[src/rtl/core/spa_pkg.sv]
`default_nettype none
// ----------------------------------------------------------------------------
// spa_pkg
// Shared types and constants for the slot pool allocator: request and result
// beats, status codes, request modes and the default slot count.
// ----------------------------------------------------------------------------
package spa_pkg;

    localparam int SPA_MAX_SLOTS = 64;
    localparam int SLOT_W        = 6;
    localparam int POOL_W        = 7;
    localparam int STATUS_W      = 3;

    localparam logic MODE_ALLOC   = 1'b0;
    localparam logic MODE_RELEASE = 1'b1;

    localparam logic [STATUS_W-1:0] ST_FREE     = 3'd0;
    localparam logic [STATUS_W-1:0] ST_RECYCLED = 3'd1;
    localparam logic [STATUS_W-1:0] ST_NONE     = 3'd2;
    localparam logic [STATUS_W-1:0] ST_RELEASED = 3'd3;
    localparam logic [STATUS_W-1:0] ST_IGNORED  = 3'd4;

    typedef struct packed {
        logic              mode;
        logic [SLOT_W-1:0] slot;
    } t_req;

    typedef struct packed {
        logic [SLOT_W-1:0]   granted_slot;
        logic [STATUS_W-1:0] status;
    } t_res;

endpackage
`default_nettype wire

[src/rtl/core/slot_pool_allocator_oldest_evict.sv]
`default_nettype none
// ----------------------------------------------------------------------------
// slot_pool_allocator_oldest_evict
// Slot allocator with oldest-first recycling, keeping the age order of the
// active slots as a doubly linked list in two synchronous memories.
// ----------------------------------------------------------------------------
// Usage:
//   A request beat is taken on a rising edge where start is high and busy is
//   low. An allocate grants the lowest free slot below the pool size; when all
//   usable slots are active it reissues the oldest active slot and moves it to
//   the young end of the list. A release unlinks the named slot.
//   Every request produces exactly one result beat, shown on o_res for one
//   cycle with o_res_valid high. The receiver cannot stall; it must take it.
//   A free grant, a one-entry recycle or a rejected request is answered from
//   the evaluate state; a request that must read the link memories (recycle
//   of a list with two or more entries, or release) passes on to the finish
//   state, as the read data of the link memories is registered. Busy drops
//   with the result, so a new request can be taken in the cycle the result is
//   shown; no request is taken before the result of the last one is shown.
//   The pool size register is written over the config channel while idle;
//   o_cfg_ready is high whenever the block is not busy.
//   Reset clears the active flags, the list count and the pool size. Link
//   memory contents are never read before they are written.
// ----------------------------------------------------------------------------
module slot_pool_allocator_oldest_evict
    import spa_pkg::*;
#(
    parameter int MAX_SLOTS = SPA_MAX_SLOTS
) (
    input  wire logic              i_clk,
    input  wire logic              i_rst_n,
    input  wire logic              start,
    output logic                   busy,
    input  wire t_req              i_req,
    output logic                   o_res_valid,
    output t_res                   o_res,
    input  wire logic              i_cfg_valid,
    output logic                   o_cfg_ready,
    input  wire logic [POOL_W-1:0] i_cfg_data
);

    // IW and CW follow the slot count; LW is the larger of CW and POOL_W.
    localparam int IW = (MAX_SLOTS > 1) ? $clog2(MAX_SLOTS) : 1;
    localparam int CW = $clog2(MAX_SLOTS + 1);
    localparam int LW = (CW > POOL_W) ? CW : POOL_W;

    typedef enum logic [2:0] {
        S_IDLE = 3'b001,
        S_EVAL = 3'b010,
        S_FIN  = 3'b100
    } t_state;

    t_state              r_state, n_state;
    logic [MAX_SLOTS-1:0] r_active, n_active;
    logic [CW-1:0]       r_count, n_count;
    logic [IW-1:0]       r_head, n_head;
    logic [IW-1:0]       r_tail, n_tail;
    logic [POOL_W-1:0]   r_pool;
    t_req                r_req;
    logic                r_res_valid, n_res_valid;
    t_res                r_res, n_res;

    logic [LW-1:0]       limit;
    logic [IW-1:0]       slot_idx;
    logic                slot_ok;
    logic                free_found;
    logic [IW-1:0]       free_idx;

    logic [IW-1:0]       rd_addr;
    logic [IW-1:0]       rd_next;
    logic [IW-1:0]       rd_prev;
    logic                next_we;
    logic [IW-1:0]       next_addr;
    logic [IW-1:0]       next_data;
    logic                prev_we;
    logic [IW-1:0]       prev_addr;
    logic [IW-1:0]       prev_data;

    // A pool size above the built slot count acts as the built slot count.
    assign limit = (LW'(r_pool) > LW'(MAX_SLOTS)) ? LW'(MAX_SLOTS) : LW'(r_pool);

    assign slot_idx = IW'(r_req.slot);

    // A slot is in the age list exactly when its active flag is set, so the
    // release check needs no list walk.
    assign slot_ok = (LW'(r_req.slot) < limit) && r_active[slot_idx];

    // Release reads the links of the named slot, recycle reads the head's
    // forward link.
    assign rd_addr = (r_req.mode == MODE_RELEASE) ? slot_idx : r_head;

    assign busy        = (r_state != S_IDLE);
    assign o_cfg_ready = (r_state == S_IDLE);
    assign o_res_valid = r_res_valid;
    assign o_res       = r_res;

    spa_free_search #(
        .DEPTH (MAX_SLOTS),
        .IW    (IW),
        .LW    (LW)
    ) u_free_search (
        .i_active (r_active),
        .i_limit  (limit),
        .o_found  (free_found),
        .o_idx    (free_idx)
    );

    spa_link_mem #(
        .DEPTH (MAX_SLOTS),
        .IW    (IW)
    ) u_link_mem (
        .i_clk       (i_clk),
        .i_rd_addr   (rd_addr),
        .o_rd_next   (rd_next),
        .o_rd_prev   (rd_prev),
        .i_next_we   (next_we),
        .i_next_addr (next_addr),
        .i_next_data (next_data),
        .i_prev_we   (prev_we),
        .i_prev_addr (prev_addr),
        .i_prev_data (prev_data)
    );

    always_comb begin
        n_state     = r_state;
        n_active    = r_active;
        n_count     = r_count;
        n_head      = r_head;
        n_tail      = r_tail;
        n_res_valid = 1'b0;
        n_res       = r_res;
        next_we     = 1'b0;
        next_addr   = r_tail;
        next_data   = '0;
        prev_we     = 1'b0;
        prev_addr   = '0;
        prev_data   = r_tail;

        unique case (r_state)
            S_IDLE: begin
                if (start) begin
                    n_state = S_EVAL;
                end
            end
            S_EVAL: begin
                if (r_req.mode == MODE_ALLOC) begin
                    if (free_found) begin
                        // Append the free slot at the young end of the list.
                        n_active[free_idx] = 1'b1;
                        if (r_count == '0) begin
                            n_head = free_idx;
                        end else begin
                            next_we   = 1'b1;
                            next_addr = r_tail;
                            next_data = free_idx;
                            prev_we   = 1'b1;
                            prev_addr = free_idx;
                            prev_data = r_tail;
                        end
                        n_tail           = free_idx;
                        n_count          = r_count + CW'(1);
                        n_res_valid      = 1'b1;
                        n_res.granted_slot = SLOT_W'(free_idx);
                        n_res.status     = ST_FREE;
                        n_state          = S_IDLE;
                    end else if (r_count == CW'(1)) begin
                        // A single entry is both oldest and youngest.
                        n_res_valid        = 1'b1;
                        n_res.granted_slot = SLOT_W'(r_head);
                        n_res.status       = ST_RECYCLED;
                        n_state            = S_IDLE;
                    end else if (r_count != '0) begin
                        n_state = S_FIN;
                    end else begin
                        n_res_valid        = 1'b1;
                        n_res.granted_slot = '0;
                        n_res.status       = ST_NONE;
                        n_state            = S_IDLE;
                    end
                end else begin
                    if (slot_ok) begin
                        n_state = S_FIN;
                    end else begin
                        n_res_valid        = 1'b1;
                        n_res.granted_slot = '0;
                        n_res.status       = ST_IGNORED;
                        n_state            = S_IDLE;
                    end
                end
            end
            S_FIN: begin
                n_res_valid = 1'b1;
                n_state     = S_IDLE;
                if (r_req.mode == MODE_ALLOC) begin
                    // Move the head to the tail; the head's successor leads.
                    n_head             = rd_next;
                    next_we            = 1'b1;
                    next_addr          = r_tail;
                    next_data          = r_head;
                    prev_we            = 1'b1;
                    prev_addr          = r_head;
                    prev_data          = r_tail;
                    n_tail             = r_head;
                    n_res.granted_slot = SLOT_W'(r_head);
                    n_res.status       = ST_RECYCLED;
                end else begin
                    // Unlink the slot; the head's backward link and the tail's
                    // forward link are never used.
                    n_active[slot_idx] = 1'b0;
                    n_count            = r_count - CW'(1);
                    if (slot_idx == r_head && slot_idx == r_tail) begin
                        n_head = r_head;
                    end else if (slot_idx == r_head) begin
                        n_head = rd_next;
                    end else if (slot_idx == r_tail) begin
                        n_tail = rd_prev;
                    end else begin
                        next_we   = 1'b1;
                        next_addr = rd_prev;
                        next_data = rd_next;
                        prev_we   = 1'b1;
                        prev_addr = rd_next;
                        prev_data = rd_prev;
                    end
                    n_res.granted_slot = r_req.slot;
                    n_res.status       = ST_RELEASED;
                end
            end
            default: begin
                n_state = S_IDLE;
            end
        endcase
    end

    always_ff @(posedge i_clk) begin
        if (!i_rst_n) begin
            r_state     <= S_IDLE;
            r_active    <= '0;
            r_count     <= '0;
            r_pool      <= '0;
            r_res_valid <= 1'b0;
        end else begin
            r_state     <= n_state;
            r_active    <= n_active;
            r_count     <= n_count;
            r_res_valid <= n_res_valid;
            if (i_cfg_valid && o_cfg_ready) begin
                r_pool <= i_cfg_data;
            end
        end
    end

    always_ff @(posedge i_clk) begin
        r_head <= n_head;
        r_tail <= n_tail;
        r_res  <= n_res;
        if (start && !busy) begin
            r_req <= i_req;
        end
    end

endmodule
`default_nettype wire

[src/rtl/core/spa_link_mem.sv]
`default_nettype none
// ----------------------------------------------------------------------------
// spa_link_mem
// Forward and backward link memories of the age-ordered slot list. One shared
// read address, registered read data, one write port on each memory.
// ----------------------------------------------------------------------------
module spa_link_mem
    import spa_pkg::*;
#(
    parameter int DEPTH = SPA_MAX_SLOTS,
    parameter int IW    = 6
) (
    input  wire logic          i_clk,
    input  wire logic [IW-1:0] i_rd_addr,
    output logic      [IW-1:0] o_rd_next,
    output logic      [IW-1:0] o_rd_prev,
    input  wire logic          i_next_we,
    input  wire logic [IW-1:0] i_next_addr,
    input  wire logic [IW-1:0] i_next_data,
    input  wire logic          i_prev_we,
    input  wire logic [IW-1:0] i_prev_addr,
    input  wire logic [IW-1:0] i_prev_data
);

    logic [IW-1:0] r_next_mem [DEPTH];
    logic [IW-1:0] r_prev_mem [DEPTH];

    always_ff @(posedge i_clk) begin
        if (i_next_we) begin
            r_next_mem[i_next_addr] <= i_next_data;
        end
        o_rd_next <= r_next_mem[i_rd_addr];
    end

    always_ff @(posedge i_clk) begin
        if (i_prev_we) begin
            r_prev_mem[i_prev_addr] <= i_prev_data;
        end
        o_rd_prev <= r_prev_mem[i_rd_addr];
    end

endmodule
`default_nettype wire

[src/rtl/core/spa_free_search.sv]
`default_nettype none
// ----------------------------------------------------------------------------
// spa_free_search
// Priority encoder that finds the lowest inactive slot below the usable
// pool size.
// ----------------------------------------------------------------------------
module spa_free_search
    import spa_pkg::*;
#(
    parameter int DEPTH = SPA_MAX_SLOTS,
    parameter int IW    = 6,
    parameter int LW    = 7
) (
    input  wire logic [DEPTH-1:0] i_active,
    input  wire logic [LW-1:0]    i_limit,
    output logic                  o_found,
    output logic      [IW-1:0]    o_idx
);

    always_comb begin
        o_found = 1'b0;
        o_idx   = '0;
        for (int i = DEPTH - 1; i >= 0; i--) begin
            if (!i_active[i] && (LW'(i) < i_limit)) begin
                o_found = 1'b1;
                o_idx   = IW'(i);
            end
        end
    end

endmodule
`default_nettype wire
[config.mk]
export PLATFORM = sky130hd
export DESIGN_NAME = slot_pool_allocator_oldest_evict
export DESIGN_NICKNAME = d
export VERILOG_FILES = /design/src/rtl/core/spa_pkg.sv /design/src/rtl/core/slot_pool_allocator_oldest_evict.sv /design/src/rtl/core/spa_link_mem.sv /design/src/rtl/core/spa_free_search.sv
export SDC_FILE = /design/constraint.sdc
export NUM_CORES = 1
export LEC_CHECK = 0
export BUFFER_PORTS_ARGS = -buffer_cell sky130_fd_sc_hd__buf_2
export CORE_MARGIN = 3
export CORE_UTILIZATION = 65
export DETAILED_ROUTE_END_ITERATION = 10
export GPL_TIMING_DRIVEN = 0
export PLACE_DENSITY = 0.81
export SLEW_MARGIN = 20
export SYNTH_ARGS = -nofsm -noshare
export SYNTH_HDL_FRONTEND = slang
export SYNTH_SLANG_ARGS = --single-unit
[constraint.sdc]
create_clock -name i_clk -period 17 [get_ports i_clk]
set_clock_uncertainty 0.2 [all_clocks]
set_input_delay 1.7 -clock i_clk [delete_from_list [all_inputs] [get_ports i_clk]]
set_output_delay 1.7 -clock i_clk [all_outputs]
set_load 0.01 [all_outputs]
# Word-level counts from Yosys, hierarchy flattened
# Memories as Yosys holds them, arrays and structs flattened. A register that Yosys moved wholly into a read port is not among the register bits.
# Index checks and enable logic that the tools add are counted.
[op_classes]
reduce_logical = 142
mux = 201
bitwise = 3
add_sub_neg = 2
magnitude_cmp = 70
n_eq_ne = 18
[op_table]
columns = ["op", "n"]
rows = [
  ["$mux W6", 89],
  ["$lt A6 B7 Y1 const A", 32],
  ["$mux W64", 3],
  ["$pmux W64 S2", 1],
  ["$lt A5 B7 Y1 const A", 16],
  ["$mux W1", 81],
  ["$logic_and A1 B1 Y1", 70],
  ["$logic_not A1 Y1", 65],
  ["$and A64 B64 Y64", 1],
  ["$not A64 Y64", 1],
  ["$or A64 B64 Y64", 1],
  ["$lt A4 B7 Y1 const A", 8],
  ["$mux W9", 6],
  ["$pmux W6 S2", 3],
  ["$lt A3 B7 Y1 const A", 4],
  ["$mux W7", 4],
  ["$mux W3", 6],
  ["$pmux W9 S2", 1],
  ["$ne A3 B3 Y1 const B", 5],
  ["$lt A1 B7 Y1 const A", 2],
  ["$lt A2 B7 Y1 const A", 2],
  ["$lt A6 B7 Y1 const B", 2],
  ["$pmux W7 S2", 1],
  ["$demux W1 S6", 2],
  ["other kinds (22)", 30],
]
[totals]
elab_cells = 449
memories = 2
ff_bits = 110
inputBits = 18
mem_bits_rw = 768
out_inout_bits = 12
[memory_table]
columns = ["name", "depth", "word_bits", "rd", "rd_clocked_by_memory_dff", "wr", "line", "rtl"]
rows = [
  ["u_link_mem.r_next_mem", 64, 6, 1, 1, 1, "spa_link_mem.sv:25", "logic [IW-1:0] r_next_mem [DEPTH];"],
  ["u_link_mem.r_prev_mem", 64, 6, 1, 1, 1, "spa_link_mem.sv:26", "logic [IW-1:0] r_prev_mem [DEPTH];"],
]

# Longest topological paths before layout
# Gate-level depths: netlist of run 1.
[logic_depth]
ltp_word = 76
depth_mapped = 15
mapped_depth_nobuf = 11

# Hierarchy
# A second synthesis of run 1 with hierarchy kept.
[unflattened]
cells_unflattened = 2474
hier_area_um2 = 38271.7
[modules_own_cells]
columns = ["module", "area_each_um2", "cells_per_inst", "seq_area_each_um2", "n_inst"]
rows = [
  ["spa_link_mem", 30370.4, 1464, 23302.3, 1],
  ["slot_pool_allocator_oldest_evict", 6060.8, 695, 2482.4, 1],
  ["spa_free_search", 1840.5, 315, 0.0, 1],
]

# Least setup slack after synthesis of run 1
# No wires, ideal clock.
[synth_path]
path_type = "flip-flop to flip-flop"
start = "reg r_pool[3]"
end = "mem u_link_mem.r_prev_mem[25][0], enable pin"
n_path_buf = 2
slack_ps = 10916
stages_incl_launch_ff = 12
required_time_ps = 16414
arrival_ps = 5498
setup_ps = 386
synth_period_minus_slack_ps = 6084
cell_sequence = "dfxtp_1 -> buf_6 -> buf_6 -> or4_4 -> o21ai_1 -> o21a_1 -> nand4_1 -> nor4_1 -> a221oi_2 -> o22ai_1 -> nand3_1 -> nor4_1"
[synth_via]
elab_cells_between_ends = 267
cone_classes = "order compare (65); mux (138); reduce/logical (64)"
[synth_rtl]
columns = ["element", "line", "rtl"]
rows = [
  ["from (decl)", "slot_pool_allocator_oldest_evict.sv:58", "logic [POOL_W-1:0] r_pool;"],
  ["from (signal assigned)", "slot_pool_allocator_oldest_evict.sv:248", "r_pool <= i_cfg_data;"],
  ["$gt A7 B7 Y1", "slot_pool_allocator_oldest_evict.sv:80", "assign limit = (LW'(r_pool) > LW'(MAX_SLOTS)) ? LW'(MAX_SLOTS) : LW'(r_pool);"],
  ["$mux W7 (*)", "slot_pool_allocator_oldest_evict.sv:80", ""],
  ["$lt A6 B7 Y1", "spa_free_search.sv:24", "if (!i_active[i] && (LW'(i) < i_limit)) begin"],
  ["$logic_and A1 B1 Y1", "spa_free_search.sv:24", ""],
  ["$mux W6 (64 in a row)", "spa_free_search.sv:24", ""],
  ["$mux W6", "n/a", ""],
  ["$mux W6 (*) (2 in a row)", "n/a", ""],
  ["$pmux W6 S2 (*)", "n/a", ""],
  ["via next_data[3]", "slot_pool_allocator_oldest_evict.sv:74", "logic [IW-1:0] next_data;"],
  ["to (decl)", "spa_link_mem.sv:26", ""],
]
# The timed path passes the listed nets; every way through them passes the cells marked *.

# Final worst setup path of run 1
[layout_path]
start = "reg r_pool[0]"
end = "mem u_link_mem.r_prev_mem[52][3], enable pin"
# Same word-level chain as after synthesis.

==> out/qor.yml, run 1 <==
status: "completed"
layout_commonest_cell: "edfxtp_1"
yosysSeqAreaShare_pct: 67.3
drive_above_1_share_pct: 18.9
drv_cap: 0
grt_pass1_wl_um: 172000
dp.cells: 3272
routed-via-count: 26000
num_io_pins: 30
rsz0062_at_grt: "no"
clk_latency_ns: 0.66
cts_root_buffer: "clkbuf_16"
area_delta_synth_final_pct: 11.8
overflow: 0
critPathKind: "register to register"
drc_errors: 0
antenna_found_initial: 3
tightest_slew_ns: 1.28
grt_pass1_vias: 25600
initial_core_util_pct: 66.0
setup_viol_count_final: 0
final_cell_count_no_fill: 3431
critPathLaunchType: "register"
via_per_inst: 7.58
fin_area_um2: 42900
clk_pin_slew_ns: 0.06
avgSynthCellArea_um2: 15.5
leakage_uw: 0.0144
crit_path_end_kind: "register"
ant_nets: 0
nFillCells: 3332
cts_num_sinks: 890
gp_congestion: 1.03
async_flop_share_pct: 0
cts_made_buffers: 84
io_buffers: 28
peakVddDrop_mv: 0.107
cts_resized: 0
drt_iter0_drc: 4036
drt-pass1-iter-count: 6
nNetsFinal: 2622
holdBufCountCts: 0
die_h_um: 249
ys_types: 93
dp_hpwl_um: 76500
post_cts_buffers: 0
grtUsageTotal_pct: 38.1
routed_wirelength_um: 118000
hold_viol: 0
arrival_ns: 6.80
synth_flop_cell: "edfxtp_1"
cts-htree-levels: 3
grt_start_max_net_pins: 74
die-area_um2: 61900
slew_viol_final: 0
synthCells: 2468
die_w_um: 249
crit_required_ns: 17.08
hold_path.class: "register to register"
maxSlewHeadroom_pct: 14.5
fin_crit_sh_pct: 39.6
core_um2: 58000
placed_area_um2: 39900
mostFrequentLayoutCells: "edfxtp_1 (796), mux4_2 (199), nand2_1 (163)"
max_freq_mhz: 149
synth_warnings: 0
power_density_nw_per_um2: 109
synth-edff-count: 796
fin_crit_ns: 6.73
cts_tree: "built"
synth_area_um2: 38300
cts_max_path_buffers: 3
fin_tns_setup_ns: 0
syn-num-nets: 2495
cp_max_fo: 37
ys_ff_latch: 890
wl_per_cell_um: 34.4
rows: 88
worst paths after layout:
check                    start                            to  slack, ns  cells past startpoint
setup reg to reg     r_pool[0]  u_link_mem.r_prev_mem[52][3]      10.27                     11
hold reg to reg   r_active[44]                  r_active[44]       0.33                      2
hold / removal    r_active[44]                  r_active[44]       0.33                      2
setup / recovery     r_pool[0]  u_link_mem.r_prev_mem[52][3]      10.27                     11
cell usage after synthesis (7+ instances only):
library cell | instances | share of area (%)
dfxtp_1 | 94 | 4.9
o211ai_1 | 78 | 1.5
nand3_1 | 45 | 0.59
mux2i_1 | 13 | 0.34
nor2b_1 | 20 | 0.33
nand2b_1 | 12 | 0.20
a211oi_1 | 78 | 1.5
nor2_1 | 122 | 1.2
nand4_1 | 12 | 0.20
o22ai_1 | 8 | 0.13
and2_1 | 66 | 1.1
buf_1 | 37 | 0.36
a21oi_1 | 100 | 1.3
buf_2 | 11 | 0.14
nor3_1 | 30 | 0.39
o21ai_0 | 118 | 1.5
a311oi_1 | 25 | 0.57
buf_6 | 7 | 0.21
nor4_1 | 52 | 0.85
a21o_1 | 8 | 0.16
inv_1 | 33 | 0.32
edfxtp_1 | 796 | 62
a221oi_1 | 7 | 0.16
clkbuf_1 | 105 | 1.0
xnor2_1 | 14 | 0.32
a31oi_1 | 36 | 0.59
or3_1 | 14 | 0.23
o221ai_1 | 7 | 0.16
ha_1 | 9 | 0.29
nand2_1 | 163 | 1.6
mux4_2 | 199 | 12
logic make-up after synthesis:
| logic type | share of synthesized area, % |
|---|---|
| flip-flops | 67.3 |
| multiplexers | 12.2 |
| AND/OR/NAND/NOR | 8.04 |
| buffers and inverters | 2.15 |
| adder cells (fa/ha/maj) | 0.294 |
| XOR/XNOR | 0.411 |
| AO/OA/AOI/OAI | 9.66 |
power breakdown:
group / total [µW] / leakage [µW] / internal (µW) / switching, µW
sequential: 2370 / 0.00900 / 2360 / 9.57
clock: 1940 / 0.00140 / 1120 / 823
combinational: 346 / 0.00400 / 110 / 237
flip-flops by register name, indices dropped and copies added, names as in the netlist:
| name | cells |
|---|---|
| u_link_mem.r_prev_mem | 384 |
| u_link_mem.o_rd_prev | 6 |
| r_tail | 6 |
| r_pool | 7 |
| slot_idx | 6 |
| o_res_valid | 1 |
| r_head | 6 |
| r_req | 1 |
| r_active | 64 |
| u_link_mem.r_next_mem | 384 |
| u_link_mem.o_rd_next | 6 |
| o_res | 9 |
| r_state | 3 |
| r_count | 7 |
cell type report:
type                            count  area (µm²)  share of cell area, %
Clock inverter                     50         494                   1.15
Sequential cell                   890       25800                   60.2
Clock buffer                      106        2350                   5.49
Tap cell                          765         957                   2.23
Antenna cell                        1        2.50                0.00584
Inverter                           36         143                  0.333
Timing Repair Buffer               41         372                  0.867
Buffer                            163         707                   1.65
Multi-Input combinational cell   1379       12000                   28.1
metal layers:
metal  part of all wire, %  track usage [%]  up-vias
met5                     0                0        -
met4                   7.0             21.2        0
met3                    14             12.0      538
met2                    46             58.3     2418
met1                    33             49.3    12800
li1                      -                -    10200
stage by stage:
stage	hold slack [ns]	power [µW]	setup slack, ns	util, %
after floorplan	0.283	2620	10.92	-
after global placement	0.305	2730	6.05	67.9
after detailed placement	0.314	2740	9.99	68.8
after CTS	0.327	4640	9.82	73.7
after global routing	0.336	4750	10.14	73.9
final	0.329	4660	10.27	73.9
worst max-delay path, cell delays in order (launching register included):
cell and delay, ns:
dfxtp_1 0.34, clkbuf_1 0.30, nor2_1 0.72, o21ai_0 0.16, a21oi_1 0.50, nand4_1 0.50, nor4_2 0.76, a31oi_1 0.53
inv_2 0.71, buf_12 0.30, nand4_2 0.37, nor3_1 0.95
No activity file was read; power rests on OpenSTA's default activity.
==> inputs of run 2 (changes only) <==
--- a/config.mk
+++ b/config.mk
@@ -7,10 +7,10 @@
 export LEC_CHECK = 0
 export BUFFER_PORTS_ARGS = -buffer_cell sky130_fd_sc_hd__buf_2
 export CORE_MARGIN = 3
-export CORE_UTILIZATION = 65
+export CORE_UTILIZATION = 63
 export DETAILED_ROUTE_END_ITERATION = 10
 export GPL_TIMING_DRIVEN = 0
-export PLACE_DENSITY = 0.81
+export PLACE_DENSITY = 0.79
 export SLEW_MARGIN = 20
 export SYNTH_ARGS = -nofsm -noshare
 export SYNTH_HDL_FRONTEND = slang
==> constraint.sdc (replaced) <==
create_clock -name i_clk -period 6.5 [get_ports i_clk]
set_clock_uncertainty 0.2 [all_clocks]
set_input_delay 0.65 -clock i_clk [delete_from_list [all_inputs] [get_ports i_clk]]
set_output_delay 0.65 -clock i_clk [all_outputs]
set_load 0.01 [all_outputs]
==> out/qor.yml, run 2 (synthesis gave the netlist of run 1 again) <==
drv_cap: 0  # unchanged
antenna_found_initial: 5  # +2
drt_iter0_drc: 3896  # -3.5%
grt_pass1_wl_um: 170000  # -1.5%
drt-pass1-iter-count: 10  # +4
power_density_nw_per_um2: 286  # +160%
r2r_slack_ns: -0.02  # -10.29 ns
layout_commonest_cell: "edfxtp_1"
fin_crit_sh_pct: 100  # +61 points
combPwrFrac_pct: 7.4  # about the same
overflow: 0  # unchanged
worstRegToRegCells: 12  # +1
worst_path_max_delay_cell: "nor3_1"
gp_congestion: 1.02  # -1.8%
io_buffers: 28  # unchanged
die-area_um2: 63800  # +3.1%
critPathKind: "register to register"
fin_tns_setup_ns: -0.0625  # -0.0625 ns
routed-via-count: 25800  # -0.70%
hold_viol: 0  # unchanged
mostFrequentLayoutCells: "edfxtp_1 (796), mux4_2 (199), nand2_1 (163)"
clk_pin_slew_ns: 0.06  # about the same
rsz0062_at_grt: "no"
hold_path_startpoint: "i_cfg_data[0]"
max_freq_mhz: 153  # +3.2%
crit_path_max_incr_delay_ns: 0.91  # -0.04 ns
path_buf_inv: 4  # +1
crit_path_end_kind: "register"
cts_made_buffers: 87  # +3.6%
num_io_pins: 30  # unchanged
setup_slack_ns: -0.0205  # -10.29 ns
crit_chain: "clkbuf_1, nor2_1, o21ai_0, a21oi_1, nand4_1, or4_4, o31a_4, a21oi_4, inv_2, clkbuf_4, buf_12, nor3_1"
switchingPower_uw: 2860  # +170%
maxSlewHeadroom_pct: 16.9  # +2.4 points
multi_input_area_um2: 12100  # +0.15%
slew_viol_final: 0  # unchanged
cts-htree-levels: 3  # unchanged
cts_root_buffer: "clkbuf_16"
cts_max_path_buffers: 3  # unchanged
wl_per_cell_um: 33.8  # -1.7%
grt_start_max_net_pins: 74  # unchanged
ant_nets: 0  # unchanged
pre_cts_ws_ns: -0.00195  # -9.99 ns
dp_hpwl_um: 78400  # +2.4%
r2r-end: "u_link_mem.r_prev_mem[20][0]"
setup_viol_count_final: 6  # +6
top_regs: "u_link_mem.r_next_mem x384, u_link_mem.r_prev_mem x384, r_active x64"
core_um2: 59600  # +2.7%
clk_latency_ns: 0.67  # about the same
pwr-share-seq_pct: 50.1  # -0.7 points
drive_above_1_share_pct: 18.9  # about the same
area_delta_synth_final_pct: 12.6
die_h_um: 253  # +1.5%
timing.rr.start: "r_pool[0]"
die_w_um: 253  # +1.5%
arrival_ns: 6.60  # -0.20 ns
peakVddDrop_mv: 0.294  # +180%
via_per_inst: 7.47  # -1.5%
regArea_um2: 25800  # unchanged
crit_family: "simple AND/OR/NAND/NOR gates"
whs_path_depth: 3  # +1
cp_max_fo: 38  # +2.7%
violations: "setup timing"
routed_wirelength_um: 117000  # -0.95%
leakage_uw: 0.0145  # +0.74%
worstHoldEndpoint: "r_pool[0]"
drc_errors: 0  # unchanged
hold_path.class: "primary input to register"
power_uw: 12300  # +160%
tightest_slew_ns: 1.24  # -0.0398 ns
initial_core_util_pct: 64.3  # -1.7 points
grt_pass1_vias: 25300  # -1.5%
p_int_uw: 9480  # +160%
crit_required_ns: 6.58  # -10.50 ns
rows: 89  # +1.1%
clkPwrFrac_pct: 42.5  # +0.8 points
nNetsFinal: 2640  # +0.69%
grtUsageTotal_pct: 37.0  # -1.2 points
fin_crit_ns: 6.52  # -0.207 ns
power_switching_share_pct: 23.1  # +0.19 points
status: "finished with violations"
nFillCells: 3527  # +5.9%
cts_num_sinks: 890  # unchanged
cts_tree: "built"
critPathLaunchType: "register"
[run 2: timing repair]
action                                  4_1_cts  5_1_grt
hold buffers                                  7        0
endpoints found under the hold margin         7        0
gates cloned                                  0        0
endpoints found under the setup margin        6      112
gates resized for setup                       1        6
buffers inserted                              0        0
[run 2: routing by layer]
metal	part of all wire [%]	GRT usage (%)	wire (µm)	vias to the layer above
met2	45	55.5	52800	2288
li1	-	-	-	10300
met3	13	10.9	15700	454
met5	0	0	0	-
met1	35	49.8	40800	12800
met4	6.5	19.3	7550	0
[run 2: layout make-up]
cell class,count,share of cell area [%]
Clock inverter,46,1.42
Sequential cell,890,59.8
Timing Repair Buffer,56,1.22
Clock buffer,114,5.40
Tap cell,773,2.24
Multi-Input combinational cell,1379,28.0
Buffer,163,1.62
Antenna cell,2,0.0116
Inverter,36,0.336
[run 2: metrics by stage]
| step | hold WS, ns | instance area (µm²) | utilization [%] | std cells |
|---|---|---|---|---|
| 2_1_floorplan | 0.283 | 38300 | - | 2468 |
| 3_3_place_gp | 0.312 | 39400 | 66.2 | 3269 |
| 3_5_place_dp | 0.323 | 40100 | 67.2 | 3290 |
| 4_1_cts | 0.0570 | 43100 | 72.3 | 3457 |
| 5_1_grt | 0.0689 | 43100 | 72.4 | 3457 |
| 6_report | 0.0653 | 43100 | 72.4 | 3459 |
[run 2: tightest hold or removal path: stages]
cell,delay (ns)
buf_2,0.08
mux2i_1,0.06
nor2b_1,0.10
[run 2: worst max path at each step]
stage	startpoint	to	slack, ns	depth (start not counted)
after global routing	r_pool[0]	u_link_mem.r_prev_mem[20][0]	0.01	12
after global placement	r_pool[0]	u_link_mem.r_prev_mem[29][3]	-4.49	10
after floorplan	r_pool[3]	u_link_mem.r_prev_mem[25][0]	0.42	11
after CTS	r_pool[0]	u_link_mem.r_prev_mem[14][3]	0.17	11
final	r_pool[0]	u_link_mem.r_prev_mem[20][0]	-0.02	12
after detailed placement	r_pool[0]	u_link_mem.r_prev_mem[60][3]	-0.002	11
[run 2: power by group through the flow]
stage / clock network, µW / registers [µW] / logic, µW
2_1_floorplan: 0 / 6300 / 555
3_3_place_gp: 0 / 6310 / 848
3_5_place_dp: 0 / 6310 / 858
4_1_cts: 5230 / 6190 / 871
5_1_grt: 5450 / 6180 / 944
6_report: 5240 / 6190 / 911
